**src/rtl/mas_pkg.sv**
```systemverilog
// ----------------------------------------------------------------------------
// mas_pkg: shared types and codes of the matrix add/sub/multiply unit
// Input kinds, operation modes, register indexes, result range and the
// configuration bundle handed from the register file to the engine.
// ----------------------------------------------------------------------------
package mas_pkg;

    localparam int KIND_W     = 2;
    localparam int IDX_W      = 3;
    localparam int IN_W       = 16;
    localparam int OUT_W      = 40;
    localparam int CFG_IDX_W  = 2;
    localparam int CFG_DATA_W = 4;
    localparam int DIM_REG_W  = 4;
    localparam int MODE_W     = 2;

    localparam logic [KIND_W-1:0] KIND_LOAD_A = 2'd0;
    localparam logic [KIND_W-1:0] KIND_LOAD_B = 2'd1;
    localparam logic [KIND_W-1:0] KIND_START  = 2'd2;
    localparam logic [KIND_W-1:0] KIND_UNUSED = 2'd3;

    localparam logic [MODE_W-1:0] MODE_ADD    = 2'd0;
    localparam logic [MODE_W-1:0] MODE_SUB    = 2'd1;
    localparam logic [MODE_W-1:0] MODE_MUL    = 2'd2;
    localparam logic [MODE_W-1:0] MODE_UNUSED = 2'd3;

    localparam logic [CFG_IDX_W-1:0] REG_OP_MODE = 2'd0;
    localparam logic [CFG_IDX_W-1:0] REG_A_ROWS  = 2'd1;
    localparam logic [CFG_IDX_W-1:0] REG_A_COLS  = 2'd2;
    localparam logic [CFG_IDX_W-1:0] REG_B_COLS  = 2'd3;

    localparam logic [DIM_REG_W-1:0] DIM_RESET = 4'd8;

    localparam logic signed [OUT_W-1:0] OUT_MAX = {1'b0, {(OUT_W-1){1'b1}}};
    localparam logic signed [OUT_W-1:0] OUT_MIN = {1'b1, {(OUT_W-1){1'b0}}};

    typedef struct packed {
        logic [MODE_W-1:0]    op_mode;
        logic [DIM_REG_W-1:0] a_rows;
        logic [DIM_REG_W-1:0] a_cols;
        logic [DIM_REG_W-1:0] b_cols;
    } cfg_t;

endpackage

```
**src/rtl/mas_store.sv**
```systemverilog
// ----------------------------------------------------------------------------
// mas_store: element store with per-entry valid flags
// One write port, one read port with registered read data. An entry never
// written since reset reads as zero.
// ----------------------------------------------------------------------------
module mas_store #(
    parameter int DEPTH = 64,
    parameter int AW    = 6,
    parameter int W     = 16
) (
    input  logic                clk,
    input  logic                rst_n,
    input  logic                wr_en,
    input  logic [AW-1:0]       wr_addr,
    input  logic signed [W-1:0] wr_data,
    input  logic                rd_en,
    input  logic [AW-1:0]       rd_addr,
    output logic signed [W-1:0] rd_data
);

    logic signed [W-1:0] mem [DEPTH];
    logic [DEPTH-1:0]    vld_reg;
    logic signed [W-1:0] rd_data_reg;
    logic                rd_vld_reg;

    always_ff @(posedge clk)
    begin
        if (wr_en)
        begin
            mem[wr_addr] <= wr_data;
        end
        if (rd_en)
        begin
            rd_data_reg <= mem[rd_addr];
        end
    end

    always_ff @(posedge clk or negedge rst_n)
    begin
        if (!rst_n)
        begin
            vld_reg    <= '0;
            rd_vld_reg <= 1'b0;
        end
        else
        begin
            if (wr_en)
            begin
                vld_reg[wr_addr] <= 1'b1;
            end
            if (rd_en)
            begin
                rd_vld_reg <= vld_reg[rd_addr];
            end
        end
    end

    assign rd_data = rd_vld_reg ? rd_data_reg : '0;

endmodule

```
**src/rtl/mas_engine.sv**
```systemverilog
// ----------------------------------------------------------------------------
// mas_engine: load decode, run sequencer and arithmetic pipeline
// Loads write the stores; a start walks i, j, k over them, forms one product
// or sum per cycle unless stalled, accumulates with saturation, emits results.
// ----------------------------------------------------------------------------
module mas_engine #(
    parameter int MAX_DIM    = 8,
    parameter int ELEM_WIDTH = 16,
    parameter int AW         = 6,
    parameter int IW         = 3,
    parameter int DW         = 4
) (
    input  logic                                 clk,
    input  logic                                 rst_n,
    input  mas_pkg::cfg_t                        cfg,
    input  logic                                 in_valid,
    output logic                                 in_stall,
    input  logic [mas_pkg::KIND_W-1:0]           kind,
    input  logic [mas_pkg::IDX_W-1:0]            row,
    input  logic [mas_pkg::IDX_W-1:0]            col,
    input  logic signed [mas_pkg::IN_W-1:0]      value,
    output logic                                 out_valid,
    input  logic                                 out_stall,
    output logic [mas_pkg::IDX_W-1:0]            out_row,
    output logic [mas_pkg::IDX_W-1:0]            out_col,
    output logic signed [mas_pkg::OUT_W-1:0]     out_value,
    output logic                                 last,
    output logic                                 error,
    output logic                                 a_wr_en,
    output logic                                 b_wr_en,
    output logic [AW-1:0]                        wr_addr,
    output logic signed [ELEM_WIDTH-1:0]         wr_data,
    output logic                                 rd_en,
    output logic [AW-1:0]                        a_rd_addr,
    output logic [AW-1:0]                        b_rd_addr,
    input  logic signed [ELEM_WIDTH-1:0]         a_rd_data,
    input  logic signed [ELEM_WIDTH-1:0]         b_rd_data
);

    localparam int PW = 2 * ELEM_WIDTH + 9;
    localparam int SW = ((PW > mas_pkg::OUT_W) ? PW : mas_pkg::OUT_W) + 1;

    function automatic logic [DW-1:0] clamp_dim(input logic [mas_pkg::DIM_REG_W-1:0] r);
        logic [DW-1:0] d;
        d = (r > mas_pkg::DIM_REG_W'(MAX_DIM)) ? DW'(MAX_DIM) : DW'(r);
        return d;
    endfunction

    function automatic logic [AW-1:0] addr_of(input logic [IW-1:0] r, input logic [IW-1:0] c);
        logic [AW-1:0] a;
        a = AW'(AW'(r) * AW'(MAX_DIM) + AW'(c));
        return a;
    endfunction

    logic [DW-1:0]   nr;
    logic [DW-1:0]   nc;
    logic [DW-1:0]   nb;
    logic [DW-1:0]   ocols;
    logic [DW-1:0]   klim;
    logic [DW-1:0]   lim_r;
    logic [DW-1:0]   lim_c;
    logic            mul;
    logic            knull;
    logic            advance;
    logic            accept;
    logic            is_load;
    logic            in_range;
    logic            load_err;
    logic            start_ok;
    logic            k_end;
    logic            j_end;
    logic            i_end;

    logic            run_reg;
    logic            run_next;
    logic [IW-1:0]   i_reg;
    logic [IW-1:0]   i_next;
    logic [IW-1:0]   j_reg;
    logic [IW-1:0]   j_next;
    logic [IW-1:0]   k_reg;
    logic [IW-1:0]   k_next;

    logic            s1_valid_reg;
    logic [IW-1:0]   s1_i_reg;
    logic [IW-1:0]   s1_j_reg;
    logic            s1_first_reg;
    logic            s1_lastk_reg;
    logic            s1_laste_reg;
    logic            s1_zero_reg;

    logic            s2_valid_reg;
    logic [IW-1:0]   s2_i_reg;
    logic [IW-1:0]   s2_j_reg;
    logic            s2_first_reg;
    logic            s2_lastk_reg;
    logic            s2_laste_reg;
    logic signed [PW-1:0] term_reg;
    logic signed [PW-1:0] term_next;

    logic signed [2*ELEM_WIDTH-1:0] prod;
    logic signed [ELEM_WIDTH:0]     a_x;
    logic signed [ELEM_WIDTH:0]     b_x;
    logic signed [ELEM_WIDTH:0]     ab;

    logic signed [mas_pkg::OUT_W-1:0] acc_reg;
    logic signed [mas_pkg::OUT_W-1:0] acc_base;
    logic signed [SW-1:0]             acc_sum;
    logic signed [mas_pkg::OUT_W-1:0] acc_sat;

    logic                             out_valid_reg;
    logic                             out_valid_next;
    logic [mas_pkg::IDX_W-1:0]        out_row_reg;
    logic [mas_pkg::IDX_W-1:0]        out_col_reg;
    logic signed [mas_pkg::OUT_W-1:0] out_value_reg;
    logic                             last_reg;
    logic                             error_reg;

    assign nr    = clamp_dim(cfg.a_rows);
    assign nc    = clamp_dim(cfg.a_cols);
    assign nb    = clamp_dim(cfg.b_cols);
    assign mul   = (cfg.op_mode == mas_pkg::MODE_MUL);
    assign ocols = mul ? nb : nc;
    assign knull = mul && (nc == '0);
    assign klim  = (mul && !knull) ? nc : DW'(1);

    assign advance  = !out_valid_reg || !out_stall;
    assign in_stall = run_reg || s1_valid_reg || s2_valid_reg || !advance;
    assign accept   = in_valid && !in_stall;

    assign is_load  = (kind == mas_pkg::KIND_LOAD_A) || (kind == mas_pkg::KIND_LOAD_B);
    assign lim_r    = ((kind == mas_pkg::KIND_LOAD_B) && cfg.op_mode[1]) ? nc : nr;
    assign lim_c    = ((kind == mas_pkg::KIND_LOAD_B) && cfg.op_mode[1]) ? nb : nc;
    assign in_range = (mas_pkg::DIM_REG_W'(row) < mas_pkg::DIM_REG_W'(lim_r))
                   && (mas_pkg::DIM_REG_W'(col) < mas_pkg::DIM_REG_W'(lim_c));
    assign load_err = accept && is_load && !in_range;
    assign a_wr_en  = accept && (kind == mas_pkg::KIND_LOAD_A) && in_range;
    assign b_wr_en  = accept && (kind == mas_pkg::KIND_LOAD_B) && in_range;
    assign wr_addr  = addr_of(IW'(row), IW'(col));
    assign wr_data  = ELEM_WIDTH'(value);

    assign start_ok = accept && (kind == mas_pkg::KIND_START)
                   && (cfg.op_mode != mas_pkg::MODE_UNUSED)
                   && (nr != '0) && (ocols != '0);

    assign k_end = (DW'(k_reg) + DW'(1)) == klim;
    assign j_end = (DW'(j_reg) + DW'(1)) == ocols;
    assign i_end = (DW'(i_reg) + DW'(1)) == nr;

    assign rd_en     = run_reg && advance;
    assign a_rd_addr = mul ? addr_of(i_reg, k_reg) : addr_of(i_reg, j_reg);
    assign b_rd_addr = mul ? addr_of(k_reg, j_reg) : addr_of(i_reg, j_reg);

    always_comb
    begin
        run_next = run_reg;
        i_next   = i_reg;
        j_next   = j_reg;
        k_next   = k_reg;
        if (start_ok)
        begin
            run_next = 1'b1;
            i_next   = '0;
            j_next   = '0;
            k_next   = '0;
        end
        else if (run_reg && advance)
        begin
            if (!k_end)
            begin
                k_next = k_reg + IW'(1);
            end
            else
            begin
                k_next = '0;
                if (!j_end)
                begin
                    j_next = j_reg + IW'(1);
                end
                else
                begin
                    j_next = '0;
                    if (!i_end)
                    begin
                        i_next = i_reg + IW'(1);
                    end
                    else
                    begin
                        run_next = 1'b0;
                    end
                end
            end
        end
    end

    assign prod = a_rd_data * b_rd_data;
    assign a_x  = (ELEM_WIDTH + 1)'(a_rd_data);
    assign b_x  = (ELEM_WIDTH + 1)'(b_rd_data);
    assign ab   = (cfg.op_mode == mas_pkg::MODE_ADD) ? (a_x + b_x) : (a_x - b_x);

    always_comb
    begin
        if (s1_zero_reg)
        begin
            term_next = '0;
        end
        else if (mul)
        begin
            term_next = PW'(prod);
        end
        else
        begin
            term_next = PW'(ab) <<< 8;
        end
    end

    assign acc_base = s2_first_reg ? '0 : acc_reg;
    assign acc_sum  = SW'(acc_base) + SW'(term_reg);

    always_comb
    begin
        if (acc_sum > SW'(mas_pkg::OUT_MAX))
        begin
            acc_sat = mas_pkg::OUT_MAX;
        end
        else if (acc_sum < SW'(mas_pkg::OUT_MIN))
        begin
            acc_sat = mas_pkg::OUT_MIN;
        end
        else
        begin
            acc_sat = mas_pkg::OUT_W'(acc_sum);
        end
    end

    always_comb
    begin
        out_valid_next = out_valid_reg;
        if (advance)
        begin
            out_valid_next = (s2_valid_reg && s2_lastk_reg) || load_err;
        end
    end

    always_ff @(posedge clk or negedge rst_n)
    begin
        if (!rst_n)
        begin
            run_reg       <= 1'b0;
            i_reg         <= '0;
            j_reg         <= '0;
            k_reg         <= '0;
            s1_valid_reg  <= 1'b0;
            s2_valid_reg  <= 1'b0;
            out_valid_reg <= 1'b0;
        end
        else
        begin
            run_reg       <= run_next;
            i_reg         <= i_next;
            j_reg         <= j_next;
            k_reg         <= k_next;
            out_valid_reg <= out_valid_next;
            if (advance)
            begin
                s1_valid_reg <= run_reg;
                s2_valid_reg <= s1_valid_reg;
            end
        end
    end

    always_ff @(posedge clk)
    begin
        if (advance)
        begin
            s1_i_reg     <= i_reg;
            s1_j_reg     <= j_reg;
            s1_first_reg <= (k_reg == '0);
            s1_lastk_reg <= k_end;
            s1_laste_reg <= k_end && j_end && i_end;
            s1_zero_reg  <= knull;

            s2_i_reg     <= s1_i_reg;
            s2_j_reg     <= s1_j_reg;
            s2_first_reg <= s1_first_reg;
            s2_lastk_reg <= s1_lastk_reg;
            s2_laste_reg <= s1_laste_reg;
            term_reg     <= term_next;

            if (s2_valid_reg)
            begin
                acc_reg <= acc_sat;
            end

            if (load_err)
            begin
                out_row_reg   <= row;
                out_col_reg   <= col;
                out_value_reg <= '0;
                last_reg      <= 1'b1;
                error_reg     <= 1'b1;
            end
            else if (s2_valid_reg && s2_lastk_reg)
            begin
                out_row_reg   <= mas_pkg::IDX_W'(s2_i_reg);
                out_col_reg   <= mas_pkg::IDX_W'(s2_j_reg);
                out_value_reg <= acc_sat;
                last_reg      <= s2_laste_reg;
                error_reg     <= 1'b0;
            end
        end
    end

    assign out_valid = out_valid_reg;
    assign out_row   = out_row_reg;
    assign out_col   = out_col_reg;
    assign out_value = out_value_reg;
    assign last      = last_reg;
    assign error     = error_reg;

`ifndef SYNTH
    a_wr_idle: assert property (@(posedge clk) disable iff (!rst_n)
        (a_wr_en || b_wr_en) |-> (!run_reg && !s1_valid_reg && !s2_valid_reg))
        else $error("store write while a run is in flight");

    a_run_end: assert property (@(posedge clk) disable iff (!rst_n)
        $fell(run_reg) |-> (s1_valid_reg && s1_laste_reg))
        else $error("run ended without issuing the final element");

    a_k_bound: assert property (@(posedge clk) disable iff (!rst_n)
        run_reg |-> (DW'(k_reg) < klim))
        else $error("inner index beyond its limit");

    a_err_last: assert property (@(posedge clk) disable iff (!rst_n)
        (out_valid_reg && error_reg) |-> (last_reg && (out_value_reg == '0)))
        else $error("error result malformed");
`endif

endmodule

```
**src/rtl/matrix_add_sub_multiply_unit.sv**
```systemverilog
// ----------------------------------------------------------------------------
// matrix_add_sub_multiply_unit: dense matrix add, subtract and multiply
// Loads elements of A and B into two stores, then on a start emits A+B, A-B
// or A*B in row-major order with the final element flagged.
//
//   channel | handshake            | payload
//   --------+----------------------+------------------------------------------
//   in      | in_valid / in_stall  | kind, row, col, value
//   out     | out_valid / out_stall| out_row, out_col, out_value, last, error
//   cfg     | cfg_valid / cfg_ready| cfg_index, cfg_data
//
// Loads may follow back to back while the output is not stalled.
// A rejected load puts its error result in the output register on the next cycle.
// A start makes rows * cols * k store reads (k = a_cols in multiply, else 1;
// 1 if a_cols is 0), one per cycle unless stalled; in_stall is high until
// the last element has reached the output register.
// Stores read as zero after reset through per-entry valid flags.
// With out_valid high, out_stall freezes the whole pipeline, reads included.
// ----------------------------------------------------------------------------
module matrix_add_sub_multiply_unit #(
    parameter int MAX_DIM    = 8,
    parameter int ELEM_WIDTH = 16
) (
    input  logic                                 clk,
    input  logic                                 rst_n,
    input  logic                                 in_valid,
    output logic                                 in_stall,
    input  logic [mas_pkg::KIND_W-1:0]           kind,
    input  logic [mas_pkg::IDX_W-1:0]            row,
    input  logic [mas_pkg::IDX_W-1:0]            col,
    input  logic signed [mas_pkg::IN_W-1:0]      value,
    output logic                                 out_valid,
    input  logic                                 out_stall,
    output logic [mas_pkg::IDX_W-1:0]            out_row,
    output logic [mas_pkg::IDX_W-1:0]            out_col,
    output logic signed [mas_pkg::OUT_W-1:0]     out_value,
    output logic                                 last,
    output logic                                 error,
    input  logic                                 cfg_valid,
    output logic                                 cfg_ready,
    input  logic [mas_pkg::CFG_IDX_W-1:0]        cfg_index,
    input  logic [mas_pkg::CFG_DATA_W-1:0]       cfg_data
);

    localparam int DEPTH = MAX_DIM * MAX_DIM;
    localparam int AW    = (DEPTH > 1) ? $clog2(DEPTH) : 1;
    localparam int IW    = (MAX_DIM > 1) ? $clog2(MAX_DIM) : 1;
    localparam int DW    = $clog2(MAX_DIM + 1);

    mas_pkg::cfg_t cfg_reg;

    logic                        a_wr_en;
    logic                        b_wr_en;
    logic [AW-1:0]               wr_addr;
    logic signed [ELEM_WIDTH-1:0] wr_data;
    logic                        rd_en;
    logic [AW-1:0]               a_rd_addr;
    logic [AW-1:0]               b_rd_addr;
    logic signed [ELEM_WIDTH-1:0] a_rd_data;
    logic signed [ELEM_WIDTH-1:0] b_rd_data;

    assign cfg_ready = 1'b1;

    always_ff @(posedge clk or negedge rst_n)
    begin
        if (!rst_n)
        begin
            cfg_reg.op_mode <= mas_pkg::MODE_ADD;
            cfg_reg.a_rows  <= mas_pkg::DIM_RESET;
            cfg_reg.a_cols  <= mas_pkg::DIM_RESET;
            cfg_reg.b_cols  <= mas_pkg::DIM_RESET;
        end
        else if (cfg_valid && cfg_ready)
        begin
            case (cfg_index)
                mas_pkg::REG_OP_MODE: cfg_reg.op_mode <= cfg_data[mas_pkg::MODE_W-1:0];
                mas_pkg::REG_A_ROWS:  cfg_reg.a_rows  <= cfg_data;
                mas_pkg::REG_A_COLS:  cfg_reg.a_cols  <= cfg_data;
                mas_pkg::REG_B_COLS:  cfg_reg.b_cols  <= cfg_data;
                default:              cfg_reg         <= cfg_reg;
            endcase
        end
    end

    mas_store #(
        .DEPTH (DEPTH),
        .AW    (AW),
        .W     (ELEM_WIDTH)
    ) u_a_store (
        .clk     (clk),
        .rst_n   (rst_n),
        .wr_en   (a_wr_en),
        .wr_addr (wr_addr),
        .wr_data (wr_data),
        .rd_en   (rd_en),
        .rd_addr (a_rd_addr),
        .rd_data (a_rd_data)
    );

    mas_store #(
        .DEPTH (DEPTH),
        .AW    (AW),
        .W     (ELEM_WIDTH)
    ) u_b_store (
        .clk     (clk),
        .rst_n   (rst_n),
        .wr_en   (b_wr_en),
        .wr_addr (wr_addr),
        .wr_data (wr_data),
        .rd_en   (rd_en),
        .rd_addr (b_rd_addr),
        .rd_data (b_rd_data)
    );

    mas_engine #(
        .MAX_DIM    (MAX_DIM),
        .ELEM_WIDTH (ELEM_WIDTH),
        .AW         (AW),
        .IW         (IW),
        .DW         (DW)
    ) u_engine (
        .clk       (clk),
        .rst_n     (rst_n),
        .cfg       (cfg_reg),
        .in_valid  (in_valid),
        .in_stall  (in_stall),
        .kind      (kind),
        .row       (row),
        .col       (col),
        .value     (value),
        .out_valid (out_valid),
        .out_stall (out_stall),
        .out_row   (out_row),
        .out_col   (out_col),
        .out_value (out_value),
        .last      (last),
        .error     (error),
        .a_wr_en   (a_wr_en),
        .b_wr_en   (b_wr_en),
        .wr_addr   (wr_addr),
        .wr_data   (wr_data),
        .rd_en     (rd_en),
        .a_rd_addr (a_rd_addr),
        .b_rd_addr (b_rd_addr),
        .a_rd_data (a_rd_data),
        .b_rd_data (b_rd_data)
    );

endmodule
```
**config.mk**
```make
export PLATFORM = sky130hd
export DESIGN_NAME = matrix_add_sub_multiply_unit
export DESIGN_NICKNAME = d
export VERILOG_FILES = /design/src/rtl/mas_pkg.sv /design/src/rtl/mas_store.sv /design/src/rtl/mas_engine.sv /design/src/rtl/matrix_add_sub_multiply_unit.sv
export SDC_FILE = /design/constraint.sdc
export NUM_CORES = 2
export LEC_CHECK = 0
export ABC_CLOCK_PERIOD_IN_PS = 8800
export BUFFER_PORTS_ARGS = -buffer_cell sky130_fd_sc_hd__clkbuf_2
export CORE_MARGIN = 5
export CORE_UTILIZATION = 41
export CTS_BUF_LIST = sky130_fd_sc_hd__clkbuf_16
export CTS_CLUSTER_DIAMETER = 60
export DETAILED_ROUTE_END_ITERATION = 10
export HOLD_SLACK_MARGIN = 0.15
export SLEW_MARGIN = 20
export SYNTH_ARGS = -nofsm -noshare
export SYNTH_HDL_FRONTEND = slang
export SYNTH_SLANG_ARGS = --single-unit
```
**constraint.sdc**
```tcl
create_clock -name clk -period 8.8 [get_ports clk]
set_clock_uncertainty 0.2 [all_clocks]
set_input_delay 0 -clock clk [delete_from_list [all_inputs] [get_ports clk]]
set_output_delay 0 -clock clk [all_outputs]
set_load 0.02 [all_outputs]
```
# Word-level counts from Yosys, hierarchy flattened
# Memory sizes are Yosys's and may differ from the RTL's. A register that Yosys moved wholly into a read port is not among the register bits.
# Cells that the tools add are included.
[word_totals]
out_inout_bits = 51
mem_count = 2
register_bits = 305
in_bits = 35
wordCells = 179
ram_bits = 2048
[classes]
n_eq_ne = 11
bitwise_logic = 3
add_sub_neg = 13
mux = 50
n_reduce_logical = 54
magnitude_cmp = 11
multipliers = 1
[mem_list]
columns = ["memory", "depth", "word_bits", "rd", "rd_clocked_by_memory_dff", "wr", "line", "source"]
rows = [
  ["u_a_store.mem", 64, 16, 1, 1, 1, "mas_store.sv:21", "logic signed [W-1:0] mem [DEPTH];"],
  ["u_b_store.mem", 64, 16, 1, 1, 1, "mas_store.sv:21", ""],
]
[op_table]
columns = ["cell", "count"]
rows = [
  ["two-way mux 40 bit", 4],
  ["bitwise OR 64 bit", 2],
  ["two-way mux 3 bit", 16],
  ["adder 40 x 41 -> 42 bit", 1],
  ["greater-than comparator 42 x 40 -> 1 bit, second input constant", 1],
  ["< comparator 42 x 40 -> 1 bit, second input constant", 1],
  ["two-way mux 41 bit", 1],
  ["multiplier 16 x 16 -> 32 bit", 1],
  ["two-way mux 16 bit", 2],
  ["two-way mux 4 bit", 7],
  ["adder 6 x 3 -> 6 bit", 4],
  ["< comparator 6 x 7 -> 1 bit, second input constant", 3],
  ["logical AND 1 bit", 20],
  ["adder 16 x 16 -> 17 bit", 1],
  ["two-way mux 17 bit", 1],
  ["subtractor 16 x 16 -> 17 bit", 1],
  ["two-way mux 1 bit", 14],
  ["AND reduction 2 bit", 7],
  ["adder 3 x 1 -> 4 bit, second input constant", 3],
  ["binary-select mux 1 bit (select 6 bit)", 2],
  ["equality test 4 bit", 3],
  ["greater-than comparator 4 bit, second input constant", 3],
  ["two-way mux 6 bit", 2],
  ["nonzero test 2 bit", 5],
  ["17 further kinds", 38],
]

# Logic depth before layout (Yosys ltp)
[depth]
depth_word = 12
depth_mapped = 28
depth_no_buf = 25

# Hierarchy
# Synthesis repeated with hierarchy kept, for this count alone.
[hier_totals]
cells_unflattened = 5755
hier_area_um2 = 105163.4
[by_module_without_submodules]
columns = ["module", "seq_area_each_um2", "n_inst", "cells_per_inst", "area_each_um2"]
rows = [
  ["mas_store (u_a_store)", 32856.5, 1, 1799, 42315.6],
  ["mas_store (u_b_store)", 32856.5, 1, 1799, 42313.1],
  ["mas_engine", 4499.3, 1, 2123, 19979.2],
  ["matrix_add_sub_multiply_unit", 354.1, 1, 34, 555.5],
]

# Worst setup path before layout
# No wires, ideal clock.
[synth_path]
path_kind = "reg2reg"
start = "register u_b_store.rd_vld_reg"
end = "register u_engine.term_reg[30] (data pin)"
arrival_time_ps = 7023
period_less_slack_ps = 7483
slack_ps = 1317
setup_time_ps = 260
required_ps = 8340
path_stages_with_launch = 25
n_path_buf = 4
path_cell_list = "dfrtp_1 > clkbuf_1 > clkbuf_1 > clkbuf_1 > and2_1 > clkbuf_1 > nand2_1 > fa_1 > fa_1 > fa_1 > fa_1 > inv_1 > fa_1 > fa_1 > ha_1 > a21o_1 > a21o_1 > a211oi_1 > a21boi_1 > a2111oi_0 > o32a_1 > nand3_1 > a211oi_1 > xor2_1 > o21ai_1"
[synth_between]
elab_chain_cells = 4
word_cells_on_any_way = 6
classes_between = "add/sub (2); mul (1); mux (3)"
[synth_lines]
columns = ["item", "line", "source"]
rows = [
  ["start, declared", "mas_store.sv:24", "logic rd_vld_reg;"],
  ["start signal, assigned", "mas_store.sv:53", "rd_vld_reg <= vld_reg[rd_addr];"],
  ["two-way mux 16 bit (*)", "mas_store.sv:58", "assign rd_data = rd_vld_reg ? rd_data_reg : '0;"],
  ["branches (longest 2 deep; another with multiplier 16 x 16 -> 32 bit)", "--", ""],
  ["two-way mux 41 bit (*)", "mas_engine.sv:206", "else if (mul)"],
  ["end signal, assigned", "mas_engine.sv:287", "term_reg <= term_next;"],
  ["end, declared", "mas_engine.sv:97", "logic signed [PW-1:0] term_reg;"],
]
# Every way passes the cells marked *.
# A chain may end at the register's enable or synchronous reset.

# Worst setup path after layout
[layout_path]
start = "register u_a_store.rd_vld_reg"
end = "register u_engine.term_reg[30] (data pin)"
[layout_between]
elab_chain_cells = 4
word_cells_on_any_way = 6
classes_between = "add/sub (2); mul (1); mux (3)"
[layout_lines]
columns = ["item", "line"]
rows = [
  ["start, declared", "mas_store.sv:24"],
  ["start signal, assigned", "mas_store.sv:53"],
  ["two-way mux 16 bit (*)", "mas_store.sv:58"],
  ["branches (longest 2 deep; another with multiplier 16 x 16 -> 32 bit)", "--"],
  ["two-way mux 41 bit (*)", "mas_engine.sv:206"],
]
# Marks and branches as above.

==> results_dict.tcl <==
set metrics [dict create \
    slew_headroom 0.2044 \
    pwr-share-comb 0.314 \
    place.port_buffers 84 \
    final_nets 6426 \
    grt_pass1_vias 55630 \
    r2r_start "u_a_store.rd_vld_reg$_DFFE_PN0P_" \
    hold_end "u_a_store.mem[48][1]$_DFFE_PP_" \
    start_util 0.4115 \
    vias 54200 \
    synth_edf_count 2219 \
    core-area_mm2 0.2537 \
    dieHeight_um 514.6 \
    grt_setup_unrepaired "no" \
    dp_cells 9013 \
    fin_area_mm2 0.1189 \
    p_leak_uw 0.04102 \
    synth_cells 5645 \
    totalPowerFinal_uw 34620 \
    globalRouteTotalUtil 0.2049 \
    max-clock-path-buffers 3 \
    ys_seq_elements 2376 \
    rr_endpoint "u_engine.term_reg[30]$_SDFFCE_PP0N_" \
    area_growth_pct 13.86 \
    rr_worst_depth 22 \
    ys_seq_area_frac 0.6759 \
    p_sw_uw 11160 \
    multi_input_area_mm2 0.03164 \
    period_needed_ns 8.029 \
    grt_max_degree 118 \
    boundaryPins 86 \
    crit_type "reg2reg" \
    maxCapViolations 0 \
    p_sw_frac 0.3224 \
    setup_viol 0 \
    synthFlopType "edfxtp_1" \
    synth-async-reset-ratio 0.06608 \
    antenna_left 0 \
    ys_warn_count 0 \
    hp-start "value[1]" \
    antenna_found_initial 31 \
    power_density_mw_per_mm2 291.2 \
    drtIter0Drc 5644 \
    synthDistinctLibCells 85 \
    synth.net_count 6090 \
    dpl_cell_area_mm2 0.1098 \
    ff2ff_setup_slack_ns 0.77 \
    clk_latency_ns 0.90 \
    worstPathMaxFanout 18 \
    clkPwrFrac 0.291 \
    dieWidth_um 514.6 \
    via_per_inst 5.666 \
    max_freq_mhz 124.5 \
    numCtsBuffers 241 \
    largestRegisters "u_a_store.mem: 1024 flops, u_b_store.mem: 1024 flops" \
    worst_setup_path_start_kind "flop" \
    firstDrtPassIters 6 \
    grt_remaining_overflow 0 \
    worst_pin_slew_ns 1.193 \
    globalplace.congestion 0.9433 \
    fin_util 0.4685 \
    wirelength_um 271500 \
    grt_pass1_wl_um 396900 \
    cts_max_level 4 \
    min_path_cells 3 \
    syn_area_mm2 0.1044 \
    cts_tree "yes" \
    layout-drive-gt1-share 0.2370 \
    die-area_mm2 0.2648 \
    syn_area_per_cell_um2 18.49 \
    remaining_drc_errors 0 \
    routedWlPerCell_um 28.39 \
    regArea_mm2 0.07058 \
    status "finished clean" \
    rows 185 \
    arrival_ns 8.44 \
    setup_tns_ns 0 \
    clk_pin_slew_ns 0.06 \
    required_ns 9.21 \
    p_seq_frac 0.395 \
    ir_drop_mv 0.2724 \
    final_cells 9565 \
    ctsRootBufferMaster "clkbuf_16" \
    numClockSinks 2376 \
    n_fill_cell 21450 \
    place_hpwl_um 166800 \
    hold_viol 0 \
    min_path_type "in2reg" \
    p_int_uw 23460 \
    layout_worst_path_cycle_share 0.9124 \
    final_max_slew_viol_count 0 \
    cp-end-kind "flop" \
]
==> area by class of cell <==
type / instances / area share
Sequential cell: 2376 / 0.5938
Multi-Input combinational cell: 2647 / 0.2662
Clock buffer: 241 / 0.05074
Tap cell: 3366 / 0.03543
Timing Repair Buffer: 380 / 0.02712
Clock inverter: 214 / 0.01604
Inverter: 335 / 0.01058
Antenna cell: 6 / 0.0001263
==> worst max path at each step <==
stage,start,endpoint,slack (ns),cells after the start
after floorplan,u_b_store.rd_vld_reg$_DFFE_PN0P_,u_engine.term_reg[30]$_SDFFCE_PP0N_,1.32,24
after global placement,u_a_store.rd_vld_reg$_DFFE_PN0P_,u_engine.term_reg[30]$_SDFFCE_PP0N_,0.84,22
after detailed placement,u_a_store.rd_vld_reg$_DFFE_PN0P_,u_engine.term_reg[30]$_SDFFCE_PP0N_,0.77,22
after CTS,u_a_store.rd_vld_reg$_DFFE_PN0P_,u_engine.term_reg[30]$_SDFFCE_PP0N_,0.73,22
after global routing,u_a_store.rd_vld_reg$_DFFE_PN0P_,u_engine.term_reg[39]$_SDFFCE_PP0N_,0.35,23
final,u_a_store.rd_vld_reg$_DFFE_PN0P_,u_engine.term_reg[30]$_SDFFCE_PP0N_,0.77,22
==> cells in the final DEF, fill, tap and decap left out, drive strengths merged, types with 25 or more instances in the layout <==
cell	instances
edfxtp	2219
mux4	697
inv	387
nor2	346
clkbuf	308
fa	263
nand2	252
buf	238
dfrtp	154
o21ai	151
ha	147
clkinv	127
a21oi	109
o21bai	76
dlygate4sd3	75
xnor2	70
or2	66
nor2b	57
nand3	45
and2	39
xor2	34
a31oi	32
a211oi	29
mux2	25
a21o	25
==> critical path, stage by stage, from the launching register on <==
cell and delay (ns):
dfrtp_1 0.57, nand2_1 0.45, clkinv_1 0.48, nand2_1 0.23
fa_1 0.47, fa_1 0.48, fa_1 0.45, fa_1 0.50
inv_1 0.06, fa_1 0.55, fa_1 0.41, ha_1 0.37
a21o_1 0.19, a21o_1 0.17, a211oi_1 0.32, a21boi_1 0.24
a2111oi_0 0.53, buf_4 0.20, o32a_1 0.22, nand3_1 0.13
a211oi_1 0.27, xor2_1 0.18, o21ai_1 0.07
==> cells by family after synthesis <==
kind of cell / count (synthesis) / share of synthesized area
AO/OA/AOI/OAI: 485 / 0.02926
buffers and inverters: 622 / 0.02359
flip-flops: 2376 / 0.6759
adder cells (fa/ha/maj): 410 / 0.06805
multiplexers: 727 / 0.1535
XOR/XNOR: 104 / 0.008725
other: 1 / 0.00003592
AND/OR/NAND/NOR: 920 / 0.04089
==> synthesized netlist by cell type (4+ instances only) <==
cell type	count	area [um^2]
and3_1	9	56.30
clkbuf_1	183	686.9
clkinv_1	11	41.29
mux2_2	25	281.5
o22ai_1	6	37.54
fa_1	263	5265
nor2b_1	57	356.6
and4_1	5	43.79
nor2_1	345	1295
o211ai_1	9	67.56
mux2i_1	5	50.05
o21ai_1	7	35.03
nor3_1	14	70.07
a21o_1	25	187.7
nor3b_1	5	37.54
a21oi_1	106	530.5
buf_4	5	37.54
a31oi_1	32	200.2
xnor2_1	70	613.1
and2_1	35	219.0
buf_1	42	157.7
inv_1	323	1212
buf_6	6	67.56
nand3b_1	13	97.59
o21ai_0	143	715.7
and2_0	4	25.02
nand2b_1	13	81.33
o21a_1	8	60.06
o31ai_1	5	37.54
mux4_2	697	15700
ha_1	147	1839
or3_1	22	137.6
xor2_1	34	297.8
dfrtp_1	154	3854
or2_1	61	381.6
nand2_1	252	945.9
nor4_1	9	56.30
nand3_1	45	225.2
or3b_2	4	35.03
a211oi_1	29	217.7
or2_2	5	31.28
buf_2	51	255.2
edfxtp_1	2219	66630
o21bai_1	76	570.6
nand4_1	13	81.33
==> per-layer routing <==
| metal | routed length [um] | track usage | vias to the layer above | part of all wire |
|---|---|---|---|---|
| li1 | - | - | 22690 | - |
| met1 | 115400 | 0.2951 | 29110 | 0.42 |
| met2 | 129400 | 0.3262 | 2018 | 0.48 |
| met3 | 18920 | 0.03352 | 380 | 0.070 |
| met4 | 7780 | 0.05683 | 2 | 0.029 |
| met5 | 13 | 0 | - | 0.000048 |
==> metrics by stage <==
| step | hold WS, ns | setup slack [ns] |
|---|---|---|
| floorplan | -0.4956 | 1.317 |
| global placement | -0.3375 | 0.8398 |
| detailed placement | -0.3307 | 0.7732 |
| CTS | 0.2064 | 0.7328 |
| global route | 0.1980 | 0.3540 |
| finish | 0.1988 | 0.7708 |
==> power by group through the flow <==
stage / Clock, uW / Combinational [uW] / Sequential (uW)
2_1_floorplan: 0 / 7350 / 13700
3_3_place_gp: 0 / 10800 / 13900
3_5_place_dp: 0 / 10900 / 13900
4_1_cts: 10300 / 11000 / 13700
5_1_grt: 10800 / 11700 / 13700
6_report: 10100 / 10900 / 13700
==> repair_timing <==
item | in CTS | in global routing
setup buffers | 0 | 0
hold buffers | 91 | 0
setup endpoints to repair | 0 | 0
hold endpoints to repair | 3028 | 0
gates resized for setup | 0 | 0
No activity file was read; power rests on OpenSTA's default activity.
